===== config.mk =====
export PLATFORM = sky130hd
export DESIGN_NAME = cbxt_ctrl
export DESIGN_NICKNAME = d
export VERILOG_FILES = /design/src/hw/rtl/cbxt_pkg.sv /design/src/hw/rtl/cbxt_ctrl.sv
export SDC_FILE = /design/constraint.sdc
export NUM_CORES = 1
export LEC_CHECK = 0
export BUFFER_PORTS_ARGS = -buffer_cell sky130_fd_sc_hd__clkbuf_2
export CORE_ASPECT_RATIO = 1.4
export CORE_MARGIN = 3
export CORE_UTILIZATION = 51
export DETAILED_ROUTE_END_ITERATION = 10
export PLACE_DENSITY_LB_ADDON = 0.25
export SYNTH_ARGS = -nofsm -noshare
export SYNTH_HDL_FRONTEND = slang
export SYNTH_SLANG_ARGS = --single-unit

===== constraint.sdc =====
create_clock -name clk -period 1.7 [get_ports clk]
set_input_delay 0.17 -clock clk [delete_from_list [all_inputs] [get_ports clk]]
set_output_delay 0.17 -clock clk [all_outputs]
set_load 0.05 [all_outputs]

===== src/hw/rtl/cbxt_pkg.sv =====
// cbxt_pkg: request, status and write codes plus the controller/datapath
// command and status structs of the counting binary xor trie
// no dependencies
package cbxt_pkg;

	localparam int VALUE_W  = 30;
	localparam int STATUS_W = 2;
	localparam int REQ_W    = 3;

	localparam logic [REQ_W-1:0] REQ_INSERT = 3'd0;
	localparam logic [REQ_W-1:0] REQ_REMOVE = 3'd1;
	localparam logic [REQ_W-1:0] REQ_COUNT  = 3'd2;
	localparam logic [REQ_W-1:0] REQ_MINX   = 3'd3;
	localparam logic [REQ_W-1:0] REQ_MAXX   = 3'd4;
	localparam logic [REQ_W-1:0] REQ_MEX    = 3'd5;

	localparam logic [STATUS_W-1:0] ST_OK     = 2'd0;
	localparam logic [STATUS_W-1:0] ST_ABSENT = 2'd1;
	localparam logic [STATUS_W-1:0] ST_FULL   = 2'd2;
	localparam logic [STATUS_W-1:0] ST_SAT    = 2'd3;

	typedef logic [2:0] wr_t;
	localparam wr_t WR_NONE = 3'd0;
	localparam wr_t WR_INC  = 3'd1;
	localparam wr_t WR_DEC  = 3'd2;
	localparam wr_t WR_LINK = 3'd3;
	localparam wr_t WR_NEW  = 3'd4;

	typedef struct packed {
		logic                ld;
		logic                root;
		logic                rd;
		logic                rd_alt;
		logic                adv;
		wr_t                 wr;
		logic                ans_bit;
		logic                ans_clr;
		logic                ans_cnt;
		logic                need_set;
		logic                st_we;
		logic [STATUS_W-1:0] st;
		logic                out_ld;
	} cmd_t;

	typedef struct packed {
		logic [REQ_W-1:0] op;
		logic             pref_zero;
		logic             alt_zero;
		logic             rd_live;
		logic             rd_sat;
		logic             mex_lo;
		logic             lvl_zero;
		logic             lvl_top;
		logic             fit;
		logic             out_busy;
	} sts_t;

endpackage


===== src/hw/rtl/cbxt_ctrl.sv =====
// cbxt_ctrl: request sequencer of the counting binary xor trie; walks
// the trie level by level through commands to cbxt_dp, uses cbxt_pkg
module cbxt_ctrl (
	input  logic                       clk,
	input  logic                       arst_n,
	input  logic                       in_take,
	input  logic [cbxt_pkg::REQ_W-1:0] req_type,
	output logic                       in_ready,
	input  cbxt_pkg::sts_t             sts,
	output cbxt_pkg::cmd_t             cmd
);
	import cbxt_pkg::*;

	localparam logic [4:0] S_IDLE = 5'd0;
	localparam logic [4:0] S_I1S  = 5'd1;
	localparam logic [4:0] S_I1E  = 5'd2;
	localparam logic [4:0] S_I1F  = 5'd3;
	localparam logic [4:0] S_I2S  = 5'd4;
	localparam logic [4:0] S_I2E  = 5'd5;
	localparam logic [4:0] S_I2N  = 5'd6;
	localparam logic [4:0] S_CS   = 5'd7;
	localparam logic [4:0] S_CE   = 5'd8;
	localparam logic [4:0] S_RS   = 5'd9;
	localparam logic [4:0] S_RE   = 5'd10;
	localparam logic [4:0] S_XS   = 5'd11;
	localparam logic [4:0] S_XE   = 5'd12;
	localparam logic [4:0] S_XA   = 5'd13;
	localparam logic [4:0] S_MS   = 5'd14;
	localparam logic [4:0] S_ME   = 5'd15;
	localparam logic [4:0] S_MA   = 5'd16;
	localparam logic [4:0] S_BAD  = 5'd17;
	localparam logic [4:0] S_DONE = 5'd18;

	logic [4:0] state_q;
	logic [4:0] state_d;

	always_comb begin
		cmd     = '0;
		state_d = state_q;
		unique case (state_q)
			S_IDLE: begin
				if (in_take) begin
					cmd.ld = 1'b1;
					unique case (req_type) inside
						REQ_INSERT:           state_d = S_I1S;
						REQ_REMOVE, REQ_COUNT: state_d = S_CS;
						REQ_MINX, REQ_MAXX:   state_d = S_XS;
						REQ_MEX:              state_d = S_MS;
						default:              state_d = S_BAD;
					endcase
				end
			end
			S_I1S: begin
				if (sts.pref_zero) begin
					cmd.need_set = 1'b1;
					state_d = S_I1F;
				end else begin
					cmd.rd = 1'b1;
					state_d = S_I1E;
				end
			end
			S_I1E: begin
				if (sts.rd_sat) begin
					cmd.st_we = 1'b1;
					cmd.st    = ST_SAT;
					state_d = S_DONE;
				end else begin
					cmd.adv = 1'b1;
					state_d = sts.lvl_zero ? S_I1F : S_I1S;
				end
			end
			S_I1F: begin
				if (sts.fit) begin
					cmd.root = 1'b1;
					state_d = S_I2S;
				end else begin
					cmd.st_we = 1'b1;
					cmd.st    = ST_FULL;
					state_d = S_DONE;
				end
			end
			S_I2S: begin
				if (sts.pref_zero) begin
					cmd.wr = WR_LINK;
					state_d = S_I2N;
				end else begin
					cmd.rd = 1'b1;
					state_d = S_I2E;
				end
			end
			S_I2E: begin
				cmd.wr  = WR_INC;
				cmd.adv = 1'b1;
				state_d = sts.lvl_zero ? S_DONE : S_I2S;
			end
			S_I2N: begin
				cmd.wr = WR_NEW;
				state_d = sts.lvl_zero ? S_DONE : S_I2S;
			end
			S_CS: begin
				if (sts.pref_zero) begin
					cmd.st_we = 1'b1;
					cmd.st    = ST_ABSENT;
					state_d = S_DONE;
				end else begin
					cmd.rd = 1'b1;
					state_d = S_CE;
				end
			end
			S_CE: begin
				if (!sts.rd_live) begin
					cmd.st_we = 1'b1;
					cmd.st    = ST_ABSENT;
					state_d = S_DONE;
				end else if (!sts.lvl_zero) begin
					cmd.adv = 1'b1;
					state_d = S_CS;
				end else if (sts.op == REQ_COUNT) begin
					cmd.ans_cnt = 1'b1;
					state_d = S_DONE;
				end else begin
					cmd.root = 1'b1;
					state_d = S_RS;
				end
			end
			S_RS: begin
				if (sts.pref_zero) begin
					state_d = S_DONE;
				end else begin
					cmd.rd = 1'b1;
					state_d = S_RE;
				end
			end
			S_RE: begin
				cmd.wr  = WR_DEC;
				cmd.adv = 1'b1;
				state_d = sts.lvl_zero ? S_DONE : S_RS;
			end
			S_XS: begin
				cmd.rd = 1'b1;
				state_d = S_XE;
			end
			S_XE: begin
				if (sts.rd_live) begin
					cmd.ans_bit = (sts.op == REQ_MAXX);
					cmd.adv     = 1'b1;
					state_d = sts.lvl_zero ? S_DONE : S_XS;
				end else begin
					cmd.ans_bit = (sts.op == REQ_MINX);
					cmd.rd      = 1'b1;
					cmd.rd_alt  = 1'b1;
					state_d = S_XA;
				end
			end
			S_XA: begin
				if (sts.lvl_top && !sts.rd_live) begin
					cmd.ans_clr = 1'b1;
					cmd.st_we   = 1'b1;
					cmd.st      = ST_ABSENT;
					state_d = S_DONE;
				end else begin
					cmd.adv = 1'b1;
					state_d = sts.lvl_zero ? S_DONE : S_XS;
				end
			end
			S_MS: begin
				if (sts.pref_zero) begin
					state_d = S_DONE;
				end else begin
					cmd.rd = 1'b1;
					state_d = S_ME;
				end
			end
			S_ME: begin
				if (sts.mex_lo) begin
					cmd.adv = 1'b1;
					state_d = sts.lvl_zero ? S_DONE : S_MS;
				end else begin
					cmd.ans_bit = 1'b1;
					if (sts.alt_zero) begin
						state_d = S_DONE;
					end else begin
						cmd.rd     = 1'b1;
						cmd.rd_alt = 1'b1;
						state_d = S_MA;
					end
				end
			end
			S_MA: begin
				cmd.adv = 1'b1;
				state_d = sts.lvl_zero ? S_DONE : S_MS;
			end
			S_BAD: begin
				cmd.st_we = 1'b1;
				cmd.st    = ST_ABSENT;
				state_d = S_DONE;
			end
			S_DONE: begin
				if (!sts.out_busy) begin
					cmd.out_ld = 1'b1;
					state_d = S_IDLE;
				end
			end
			default: state_d = S_IDLE;
		endcase
	end

	always_ff @(posedge clk or negedge arst_n) begin
		if (!arst_n) begin
			state_q <= S_IDLE;
		end else begin
			state_q <= state_d;
		end
	end

	assign in_ready = (state_q == S_IDLE);

endmodule


==> results.py, run 1 <==
metrics = {
    "synthesis": {
        "avgSynthCellArea_um2": 6.431,
        "synth.most_common_cell": "nand2_1",
        "synthesis.area_um2": 1055,
        "synthAdderAreaFrac_pct": 0,
        "synthTopCellsByCount": "25 x nand2_1, 16 x nor2_1, 12 x a21oi_1",
        "synth-seq-cells": 5,
        "synth_simple_gate_area_share_pct": 47.69,
        "netlist.area_leader.share_pct": 11.86,
        "synth_compound_area_share_pct": 29.89,
        "synth-xor-area-share_pct": 0.8304,
        "synthArstFlopShare_pct": 100.0,
        "yosysTopAreaCell": "dfrtp_1",
        "synth_top_family_by_area": "simple AND/OR/NAND/NOR gates",
        "muxShareOfSynthArea_pct": 1.898,
        "yosysUniqueCellTypes": 49,
        "synth_ff_type": "dfrtp_1",
        "synth_area_leaders": "dfrtp_1 12%, nand2_1 8.9%, a21oi_1 5.7%",
        "synth_warnings": 0,
        "yosysSeqAreaShare_pct": 11.86,
        "syn_nets": 182,
        "synth_edf_count": 0,
        "syn_inst": 164,
    },
    "placement": {
        "dp_hpwl_mm": 3.824,
        "pre_cts_ws_ns": -0.2643,
        "postPlaceCellArea_um2": 1648,
        "place.gp.congestion": 1.096,
        "io_buffers": 34,
    },
    "clock_network": {
        "htreeDepth": 1,
        "cts_buffer_depth": 2,
        "cts_resized": 66,
        "cts_made_buffers": 3,
        "root_buffer": "clkbuf_4",
        "clkSinkCount": 5,
        "post-cts-setup-buffers": 9,
        "hold_buffers": 1,
    },
    "floorplan": {
        "die_h_um": 59.81,
        "row_count": 18,
        "start_util_pct": 56.43,
        "fp.dieW_um": 44.44,
        "ios": 35,
    },
    "run_status": {
        "error_line": "[ERROR DPL-0038] Utilization greater than 100%, impossible to legalize",
        "status": "aborted with a tool error",
        "stop_stage": "clock tree synthesis",
    },
}
[cells by family after synthesis]
group / Yosys count
AO/OA/AOI/OAI: 46
XOR/XNOR: 1
buffers and inverters: 17
flip-flops: 5
multiplexers: 2
AND/OR/NAND/NOR: 93
[stage by stage]
stage          instances  utilization [%]
2_1_floorplan        164                -
3_3_place_gp         242            88.15
3_5_place_dp         242            88.15
==> run 2: changes to the inputs <==
--- a/config.mk
+++ b/config.mk
@@ -6,11 +6,10 @@
 export NUM_CORES = 1
 export LEC_CHECK = 0
 export BUFFER_PORTS_ARGS = -buffer_cell sky130_fd_sc_hd__clkbuf_2
-export CORE_ASPECT_RATIO = 1.4
-export CORE_MARGIN = 3
-export CORE_UTILIZATION = 51
+export CORE_AREA = 3 3 64 66
 export DETAILED_ROUTE_END_ITERATION = 10
-export PLACE_DENSITY_LB_ADDON = 0.25
+export DIE_AREA = 0 0 67 69
+export PLACE_DENSITY_LB_ADDON = 0.15
 export SYNTH_ARGS = -nofsm -noshare
 export SYNTH_HDL_FRONTEND = slang
 export SYNTH_SLANG_ARGS = --single-unit
==> results.py, run 2 <==
metrics = {
    "run_status": {
        "status": "finished with violations",
        "violations": "setup timing",
    },
    "synthesis": {
        "syn_nets": 182,
        "synth_edf_count": 0,
        "yosysTopAreaCell": "dfrtp_1",
        "avgSynthCellArea_um2": 6.431,
        "synthArstFlopShare_pct": 100.0,
        "synth_warnings": 0,
        "synth_ff_type": "dfrtp_1",
        "syn_inst": 164,
        "synth_area_leaders": "dfrtp_1 12%, nand2_1 8.9%, a21oi_1 5.7%",
        "netlist.area_leader.share_pct": 11.86,
        "yosysSeqAreaShare_pct": 11.86,
        "synth-seq-cells": 5,
        "synth.most_common_cell": "nand2_1",
        "synthesis.area_um2": 1055,
        "synthTopCellsByCount": "25 x nand2_1, 16 x nor2_1, 12 x a21oi_1",
        "yosysUniqueCellTypes": 49,
    },
    "final_layout": {
        "syn2layout_area_growth_pct": 128.6,
        "final_common_cell": "buf_4",
        "nFillCells": 310,
        "largest_reg_flops": 5,
        "nets": 269,
        "largest-register": "state_q",
        "antenna_cells": 0,
        "stdcell_area_um2": 2411,
        "top_regs": "state_q (5)",
        "fin_util_pct": 66.36,
        "drive_above_1_share_pct": 60.80,
        "layout_common_cells": "37 x buf_4, 19 x buf_6, 18 x nand2_1, 18 x clkbuf_2, 15 x buf_12",
    },
    "power_and_ir_drop": {
        "power_mw": 4.346,
        "leakage_nw": 0.9747,
        "power.density_nw_per_um2": 1803,
        "ir_drop_uv": 985.1,
    },
    "grt": {
        "grt_max_degree": 13,
        "grt_pass1_wl_mm": 7.810,
        "overflow": 0,
        "track_usage_pct": 21.41,
        "met3_usage_pct": 4.072,
        "grt_pass1_vias": 1603,
        "grtUsageMet1_pct": 27.53,
        "use_met2_pct": 36.57,
        "grt_antenna_before_repair": 0,
        "grt_most_used_layer": "met2",
    },
    "floorplan": {
        "fp.dieW_um": 67,
        "row_count": 22,
        "die_h_um": 69,
        "start_util_pct": 29.03,
        "ios": 35,
        "core_area_um2": 3633,
        "die-area_um2": 4623,
    },
    "drt": {
        "wl_per_cell_um": 17.79,
        "ant_nets": 0,
        "wl_mm": 5.301,
        "drc": 0,
        "firstDrtPassIters": 4,
        "route.vias.total": 1685,
        "drtIter0Drc": 132,
        "post_drt_via_cell_ratio": 5.654,
    },
    "sta": {
        "setup_tns_ns": -2.573,
        "final-setup-viol-count": 19,
        "slew_viol_final": 0,
        "tightest_slew_ns": 0.4314,
        "fin_crit_sh_pct": 116.5,
        "fin_worst_skew_ns": 0.004645,
        "hold_viol": 0,
        "finalWorstPathRequiredPeriod_ns": 1.980,
        "rsz0062_at_grt": "yes",
        "hold_ws_ns": 0.3051,
        "max_freq_mhz": 505.1,
        "slew-limit-headroom_pct": 71.04,
        "fin_ws_ns": -0.2798,
    },
    "clock_network": {
        "cts_buffer_depth": 2,
        "clkTransAtPathRegs_ns": 0.04,
        "clkSinkCount": 5,
        "htreeDepth": 1,
        "worstSkewPairLatency_ns": 0.22,
        "cts_made_buffers": 3,
        "cts_tree": "yes",
        "root_buffer": "clkbuf_8",
    },
    "worst_setup_path": {
        "required_ns": 1.53,
        "crit_path_max_fanout": 4,
        "cp_cell_sequence": "buf_6, nor3_4, nand2_2, nor3b_4, nor2_1, o211ai_1, buf_12",
        "worstPathArrival_ns": 1.81,
        "critPathSlowestCell": "dfrtp_2",
        "critPathCaptureType": "output port",
        "critPathMaxStageDelay_ns": 0.44,
        "crit_type": "reg -> out",
        "cp-start-kind": "flip-flop",
    },
    "placement": {
        "io_buffers": 34,
        "place.gp.congestion": 0.9453,
        "dp_hpwl_mm": 3.565,
        "postPlaceCellArea_um2": 1843,
    },
    "min_path": {
        "hold_class": "in -> async",
    },
    "job": {
        "drv_cap": 0,
    },
}
==> run 2: cell counts after synthesis <==
Identical to the previous run, type by type.
==> run 2: cell families (layout without fill, tap and decap cells) <==
logic type | after synthesis | count (layout) | share of synthesized area [%]
and+or+nand+nor | 93 | 93 | 47.69
xor gates and xnor gates | 1 | 1 | 0.8305
AOI/OAI and AO/OA | 46 | 46 | 29.89
muxes | 2 | 2 | 1.898
buffers and inverters | 17 | 103 | 7.829
DFF | 5 | 5 | 11.86
==> run 2: what timing repair did <==
| item | CTS | global route |
|---|---|---|
| endpoints found under the hold margin | 5 | 0 |
| endpoints found under the setup margin | 22 | 22 |
| pin swaps | 16 | 16 |
| resized for setup | 54 | 40 |
| hold buffers | 1 | 0 |
| buffers inserted | 8 | 6 |
| gates cloned | 1 | 1 |
==> run 2: final timing paths <==
| check | slack [ns] | depth (start not counted) | to | from |
|---|---|---|---|---|
| max | -0.28 | 7 | cmd[11] | state_q[4] |
| min | 0.31 | 2 | state_q[4] | arst_n |
| max reg2reg | -0.13 | 6 | state_q[1] | state_q[1] |
| min reg2reg | 0.95 | 4 | state_q[1] | state_q[3] |
| max in group asynchronous | 1.23 | 2 | state_q[3] | arst_n |
| min in group clk | 0.45 | 5 | state_q[4] | sts[0] |
==> run 2: power breakdown <==
part | switching [mW] | total, mW | internal (mW)
logic | 1.98 | 3.84 | 1.86
clock network | 0.0598 | 0.221 | 0.161
registers | 0.104 | 0.288 | 0.183
total | 2.14 | 4.35 | 2.21
==> run 2: area by class of cell <==
| class | instances | area (µm²) | area share, % |
|---|---|---|---|
| sequential | 5 | 130.1 | 5.397 |
| tap | 48 | 60.06 | 2.491 |
| clock buffer | 4 | 45.04 | 1.868 |
| timing repair buffer | 94 | 940.9 | 39.02 |
| multi-input combinational | 142 | 1212 | 50.29 |
| inverter | 5 | 22.52 | 0.9341 |
==> run 2: stage by stage <==
stage                     setup WS, ns  std cells
final                          -0.2798        298
after global routing           -0.3489        298
after CTS                      -0.2649        293
after detailed placement       -0.1253        279
after global placement         -0.1028        279
after floorplan                -0.4257        164
==> run 2: layer usage <==
layer / vias to the layer above / wire length (µm)
met5: - / 0
met3: 18 / 343
met1: 793 / 2072
met2: 85 / 2739
li1: 789 / -
met4: 0 / 145
==> run 2: critical path: cells and delay by family, from the launching register on <==
family / cells / cell delay, ns
buffers and inverters: 2 / 0.32
AO/OA/AOI/OAI: 1 / 0.16
flip-flops: 1 / 0.44
AND/OR/NAND/NOR: 4 / 0.66
(Power assumes the default switching activity.)
==> run 3: changes to the inputs <==
==> constraint.sdc (replaced) <==
create_clock -name clk -period 2 [get_ports clk]
set_input_delay 0.2 -clock clk [delete_from_list [all_inputs] [get_ports clk]]
set_output_delay 0.2 -clock clk [all_outputs]
set_load 0.05 [all_outputs]
==> results.py, run 3 (synthesis results as in run 2) <==
metrics = {
    "placement": {
        "place.gp.congestion": 0.9297,
        "place_inst": 255,
        "io_buffers": 34,
        "dp_hpwl_mm": 3.280,
    },
    "final_layout": {
        "fin_cells": 263,
        "syn2layout_area_growth_pct": 57.53,
        "top_regs": "state_q (5)",
        "fin_util_pct": 45.73,
        "nets": 234,
        "antenna_cells": 0,
        "layout_common_cells": "26 x clkbuf_2, 24 x nand2_1, 21 x buf_4, 14 x nor2_1, 12 x a21oi_1",
        "final_common_cell": "clkbuf_2",
        "largest-register": "state_q",
        "largest_reg_flops": 5,
        "drive_above_1_share_pct": 39.07,
    },
    "clock_network": {
        "cts_buffer_depth": 2,
        "root_buffer": "clkbuf_8",
        "worstSkewPairLatency_ns": 0.22,
        "clkTransAtPathRegs_ns": 0.03,
        "htreeDepth": 1,
        "cts_tree": "yes",
        "clkSinkCount": 5,
        "cts_made_buffers": 3,
    },
    "sta": {
        "hold_viol": 0,
        "final-setup-viol-count": 1,
        "slew_viol_final": 0,
        "tightest_slew_ns": 0.5093,
        "slew-limit-headroom_pct": 65.17,
        "finalWorstPathRequiredPeriod_ns": 2.035,
        "fin_crit_sh_pct": 101.8,
        "rsz0062_at_grt": "yes",
        "fin_ws_ns": -0.03544,
        "hold_ws_ns": 0.3311,
        "fin_worst_skew_ns": 0.0008961,
        "max_freq_mhz": 491.3,
    },
    "grt": {
        "overflow": 0,
        "grt_antenna_before_repair": 0,
        "grt_pass1_wl_mm": 6.679,
        "track_usage_pct": 18.04,
        "grt_pass1_vias": 1417,
        "grt_max_degree": 20,
    },
    "drt": {
        "post_drt_via_cell_ratio": 5.738,
        "wl_per_cell_um": 15.73,
        "wl_mm": 4.138,
        "ant_nets": 0,
        "route.vias.total": 1509,
        "drc": 0,
        "drtIter0Drc": 100,
        "firstDrtPassIters": 4,
    },
    "floorplan": {
        "row_count": 22,
        "core_area_um2": 3633,
        "die_h_um": 69,
        "fp.dieW_um": 67,
        "ios": 35,
        "start_util_pct": 29.03,
        "die-area_um2": 4623,
    },
    "worst_setup_path": {
        "reg2reg_depth": 5,
        "crit_start": "state_q[1]",
        "crit_path_max_fanout": 5,
        "required_ns": 1.80,
        "cp_cell_sequence": "or3b_4, or3_4, o31ai_4, o21bai_4, buf_12",
        "critPathSlowestCell": "dfrtp_2",
        "r2r_setup_slack_ns": 0.18,
        "critPathCapture": "cmd[13]",
        "cp-start-kind": "flip-flop",
        "reg2reg_to": "state_q[1]",
        "r2r_start": "state_q[4]",
        "crit_type": "reg -> out",
        "critPathMaxStageDelay_ns": 0.44,
        "worstPathArrival_ns": 1.84,
        "critPathCaptureType": "output port",
    },
    "power_and_ir_drop": {
        "power_mw": 2.526,
        "ir_drop_uv": 644.4,
        "p_comb_share_pct": 84.2,
        "power.density_nw_per_um2": 1520,
        "seq_power_share_pct": 8.6,
        "leakage_nw": 0.7002,
        "swShare_pct": 53.87,
        "switchingPower_mw": 1.361,
        "power_frac_clock_pct": 7.2,
        "internal-power_mw": 1.165,
    },
    "job": {
        "drv_cap": 0,
    },
    "min_path": {
        "hold_class": "in -> async",
    },
    "run_status": {
        "status": "finished with violations",
        "violations": "setup timing",
    },
}
-- run 3: changes by cell type in the layout (fill, tap and decap cells not counted), sizes merged --
cell / before / now
clkinvlp: 1 / 0
clkbuf: 23 / 31
buf: 74 / 31
inv: 4 / 5
-- run 3: power by group through the flow --
stage               clock network [mW]  logic [mW]  registers [mW]
floorplan                            0        1.28           0.191
global placement                     0        1.97           0.203
detailed placement                   0        1.97           0.209
CTS                              0.185        2.02           0.204
global route                     0.195        2.27           0.223
finish                           0.182        2.13           0.217
-- run 3: worst max-delay path: cells and delay by family (launching register included) --
family / cells / cell delay [ns]
AOI/OAI and AO/OA: 2 / 0.26
buffers and inverters: 1 / 0.15
DFF: 1 / 0.44
and+or+nand+nor: 2 / 0.76
-- run 3: metrics by stage --
stage,area (µm²),setup slack [ns],setup TNS (ns)
after floorplan,1094,-0.3031,-0.6017
after global placement,1509,0.1197,0
after detailed placement,1509,0.1219,0
after CTS,1612,-0.02455,-0.03878
after global routing,1662,-0.08636,-0.1083
final,1662,-0.03544,-0.03544
-- run 3: timing repair --
| item | 4_1_cts | 5_1_grt |
|---|---|---|
| buffers inserted | 1 | 2 |
| endpoints found under the setup margin | 6 | 6 |
| hold endpoints to repair | 5 | 0 |
| pin swaps | 0 | 2 |
| resized for setup | 9 | 13 |
| gates cloned | 0 | 0 |
| hold buffers | 1 | 0 |
-- run 3: layout make-up --
type	count	area [µm²]
clock buffers	4	45.04
fillers	383	1972
inverters	5	18.77
multi-input cells	142	930.9
flip-flops and latches	5	127.6
well taps	48	60.06
repair buffers	59	479.2
-- run 3: worst min-delay path by stage --
stage,startpoint,endpoint,slack [ns],cells after the start
2_1_floorplan,arst_n,state_q[0],-0.1,0
6_report,arst_n,state_q[0],0.33,2
5_1_grt,arst_n,state_q[0],0.36,2
4_1_cts,arst_n,state_q[1],0.34,2
3_3_place_gp,arst_n,state_q[1],0.02,1
3_5_place_dp,arst_n,state_q[1],0.02,1
-- run 3: layer usage --
| metal | global-route usage, % | up-vias | routed length, µm |
|---|---|---|---|
| met5 | 0 | - | 0 |
| met4 | 5.856 | 0 | 97 |
| met3 | 2.443 | 12 | 326 |
| met2 | 27.84 | 88 | 1949 |
| met1 | 25.42 | 689 | 1764 |
| li1 | - | 720 | - |
==> run 4: changes to the inputs <==
--- a/config.mk
+++ b/config.mk
@@ -9,7 +9,6 @@
 export CORE_AREA = 3 3 64 66
 export DETAILED_ROUTE_END_ITERATION = 10
 export DIE_AREA = 0 0 67 69
-export PLACE_DENSITY_LB_ADDON = 0.15
 export SYNTH_ARGS = -nofsm -noshare
 export SYNTH_HDL_FRONTEND = slang
 export SYNTH_SLANG_ARGS = --single-unit
==> results.py, run 4 (synthesis results as in run 2) <==
metrics = {
    "floorplan": {
        "die_h_um": 69,
        "fp.dieW_um": 67,
        "start_util_pct": 29.03,
        "core_area_um2": 3633,
        "die-area_um2": 4623,
        "row_count": 22,
        "ios": 35,
    },
    "placement": {
        "place.gp.congestion": 0.9113,
        "dp_hpwl_mm": 2.889,
        "io_buffers": 34,
        "pre_cts_ws_ns": 0.06385,
    },
    "final_layout": {
        "largest-register": "state_q",
        "syn2layout_area_growth_pct": 60.14,
        "nets": 234,
        "antenna_cells": 0,
        "final_common_cell": "clkbuf_2",
        "drive_above_1_share_pct": 40.47,
        "top_regs": "state_q (5)",
        "layout_common_cells": "26 x clkbuf_2, 24 x nand2_1, 19 x buf_4, 14 x nor2_1, 10 x a21oi_1",
        "largest_reg_flops": 5,
    },
    "power_and_ir_drop": {
        "ir_drop_uv": 371.5,
        "leakage_nw": 0.7153,
        "power_mw": 2.500,
        "power.density_nw_per_um2": 1480,
    },
    "clock_network": {
        "htreeDepth": 1,
        "clkTransAtPathRegs_ns": 0.04,
        "cts_tree": "yes",
        "clkSinkCount": 5,
        "worstSkewPairLatency_ns": 0.22,
        "cts_made_buffers": 3,
        "cts_buffer_depth": 2,
        "root_buffer": "clkbuf_8",
    },
    "sta": {
        "tightest_slew_ns": 0.5557,
        "slew_viol_final": 0,
        "finalWorstPathRequiredPeriod_ns": 2.018,
        "slew-limit-headroom_pct": 62.00,
        "max_freq_mhz": 495.5,
        "hold_viol": 0,
        "fin_worst_skew_ns": 0.002441,
        "fin_crit_sh_pct": 100.9,
        "fin_ws_ns": -0.01797,
        "final-setup-viol-count": 3,
        "rsz0062_at_grt": "yes",
    },
    "drt": {
        "wl_mm": 3.778,
        "firstDrtPassIters": 4,
        "drc": 0,
        "wl_per_cell_um": 14.37,
        "drtIter0Drc": 212,
        "post_drt_via_cell_ratio": 5.471,
        "ant_nets": 0,
        "route.vias.total": 1439,
    },
    "worst_setup_path": {
        "path_buf_inv": 1,
        "cp_top_family": "simple AND/OR/NAND/NOR gates",
        "required_ns": 1.80,
        "crit_start": "state_q[1]",
        "critPathMaxStageDelay_ns": 0.41,
        "reg2reg_depth": 7,
        "crit_type": "reg -> out",
        "worstPathArrival_ns": 1.82,
        "critPathCaptureType": "output port",
        "path_depth": 5,
        "cp-start-kind": "flip-flop",
        "r2r_setup_slack_ns": 0,
        "cp_cell_sequence": "or3b_4, or3_4, o31ai_4, o21bai_1, clkbuf_8",
        "crit_path_max_fanout": 3,
        "r2r_start": "state_q[2]",
        "critPathSlowestCell": "dfrtp_1",
    },
    "grt": {
        "grt_antenna_before_repair": 0,
        "track_usage_pct": 16.19,
        "grt_pass1_wl_mm": 6.072,
        "grt_max_degree": 25,
        "overflow": 0,
        "grt_pass1_vias": 1289,
    },
    "job": {
        "drv_cap": 0,
    },
    "run_status": {
        "status": "finished with violations",
        "violations": "setup timing",
    },
    "min_path": {
        "hold_class": "in -> async",
    },
}
==> run 4: cell types whose count changed in the layout (fill, tap and decap cells not counted), sizes merged <==
cell and delta:
dlymetal6s2s +1, buf -3, clkbuf +2
==> run 4: power breakdown <==
group / total [mW] / switching, mW / internal, mW / leakage, nW
Sequential: 0.202 / 0.0502 / 0.152 / 0.0618
Combinational: 2.11 / 1.24 / 0.878 / 0.631
Clock: 0.183 / 0.0463 / 0.137 / 0.0228
==> run 4: area by class of cell <==
class	instances	area, µm²
flip-flops and latches	5	127.6
multi-input cells	142	953.4
well taps	48	60.06
fillers	395	1944
clock buffers	4	45.04
inverters	5	18.77
repair buffers	59	484.2
==> run 4: metal layers <==
metal / GRT usage [%] / part of all wire, % / routed length [µm] / vias to the layer above
li1: - / - / - / 713
met1: 23.29 / 40 / 1530 / 664
met2: 25.44 / 51 / 1911 / 58
met3: 2.117 / 8.1 / 306 / 4
met5: 0 / 0 / 0 / -
met4: 3.378 / 0.77 / 29 / 0
==> run 4: stage by stage <==
stage	setup TNS [ns]	hold WS, ns	std cells	utilization [%]	area [µm²]
floorplan	-0.6017	-0.09559	164	-	1094
global placement	0	0.02176	251	40.22	1461
detailed placement	0	0.02087	251	40.22	1461
CTS	-0.04895	0.3390	257	43.29	1573
global route	-0.5004	0.3449	263	46.49	1689
finish	-0.02498	0.3317	263	46.49	1689
==> run 4: path summary, 6_finish.rpt <==
kind / endpoint
setup / recovery: cmd[13]
hold / removal: state_q[4]
setup reg to reg: state_q[1]
hold reg to reg: state_q[0]
max in group asynchronous: state_q[2]
min in group clk: state_q[4]
==> run 4: repair_timing <==
| action | 4_1_cts | 5_1_grt |
|---|---|---|
| buffers inserted | 1 | 5 |
| resized for setup | 12 | 21 |
| setup endpoints to repair | 8 | 10 |
| hold buffers | 1 | 0 |
| gates cloned | 0 | 1 |
| hold endpoints to repair | 5 | 0 |
| pin swaps | 0 | 5 |
==> run 4: worst reg2reg max path: stages (launching register included) <==
cell and delay, ns:
dfrtp_2 0.41, dlymetal6s2s_1 0.21, buf_2 0.20, o21a_1 0.13, nor2_1 0.03, a2111oi_0 0.51, nor3_1 0.14, a41oi_1 0.27
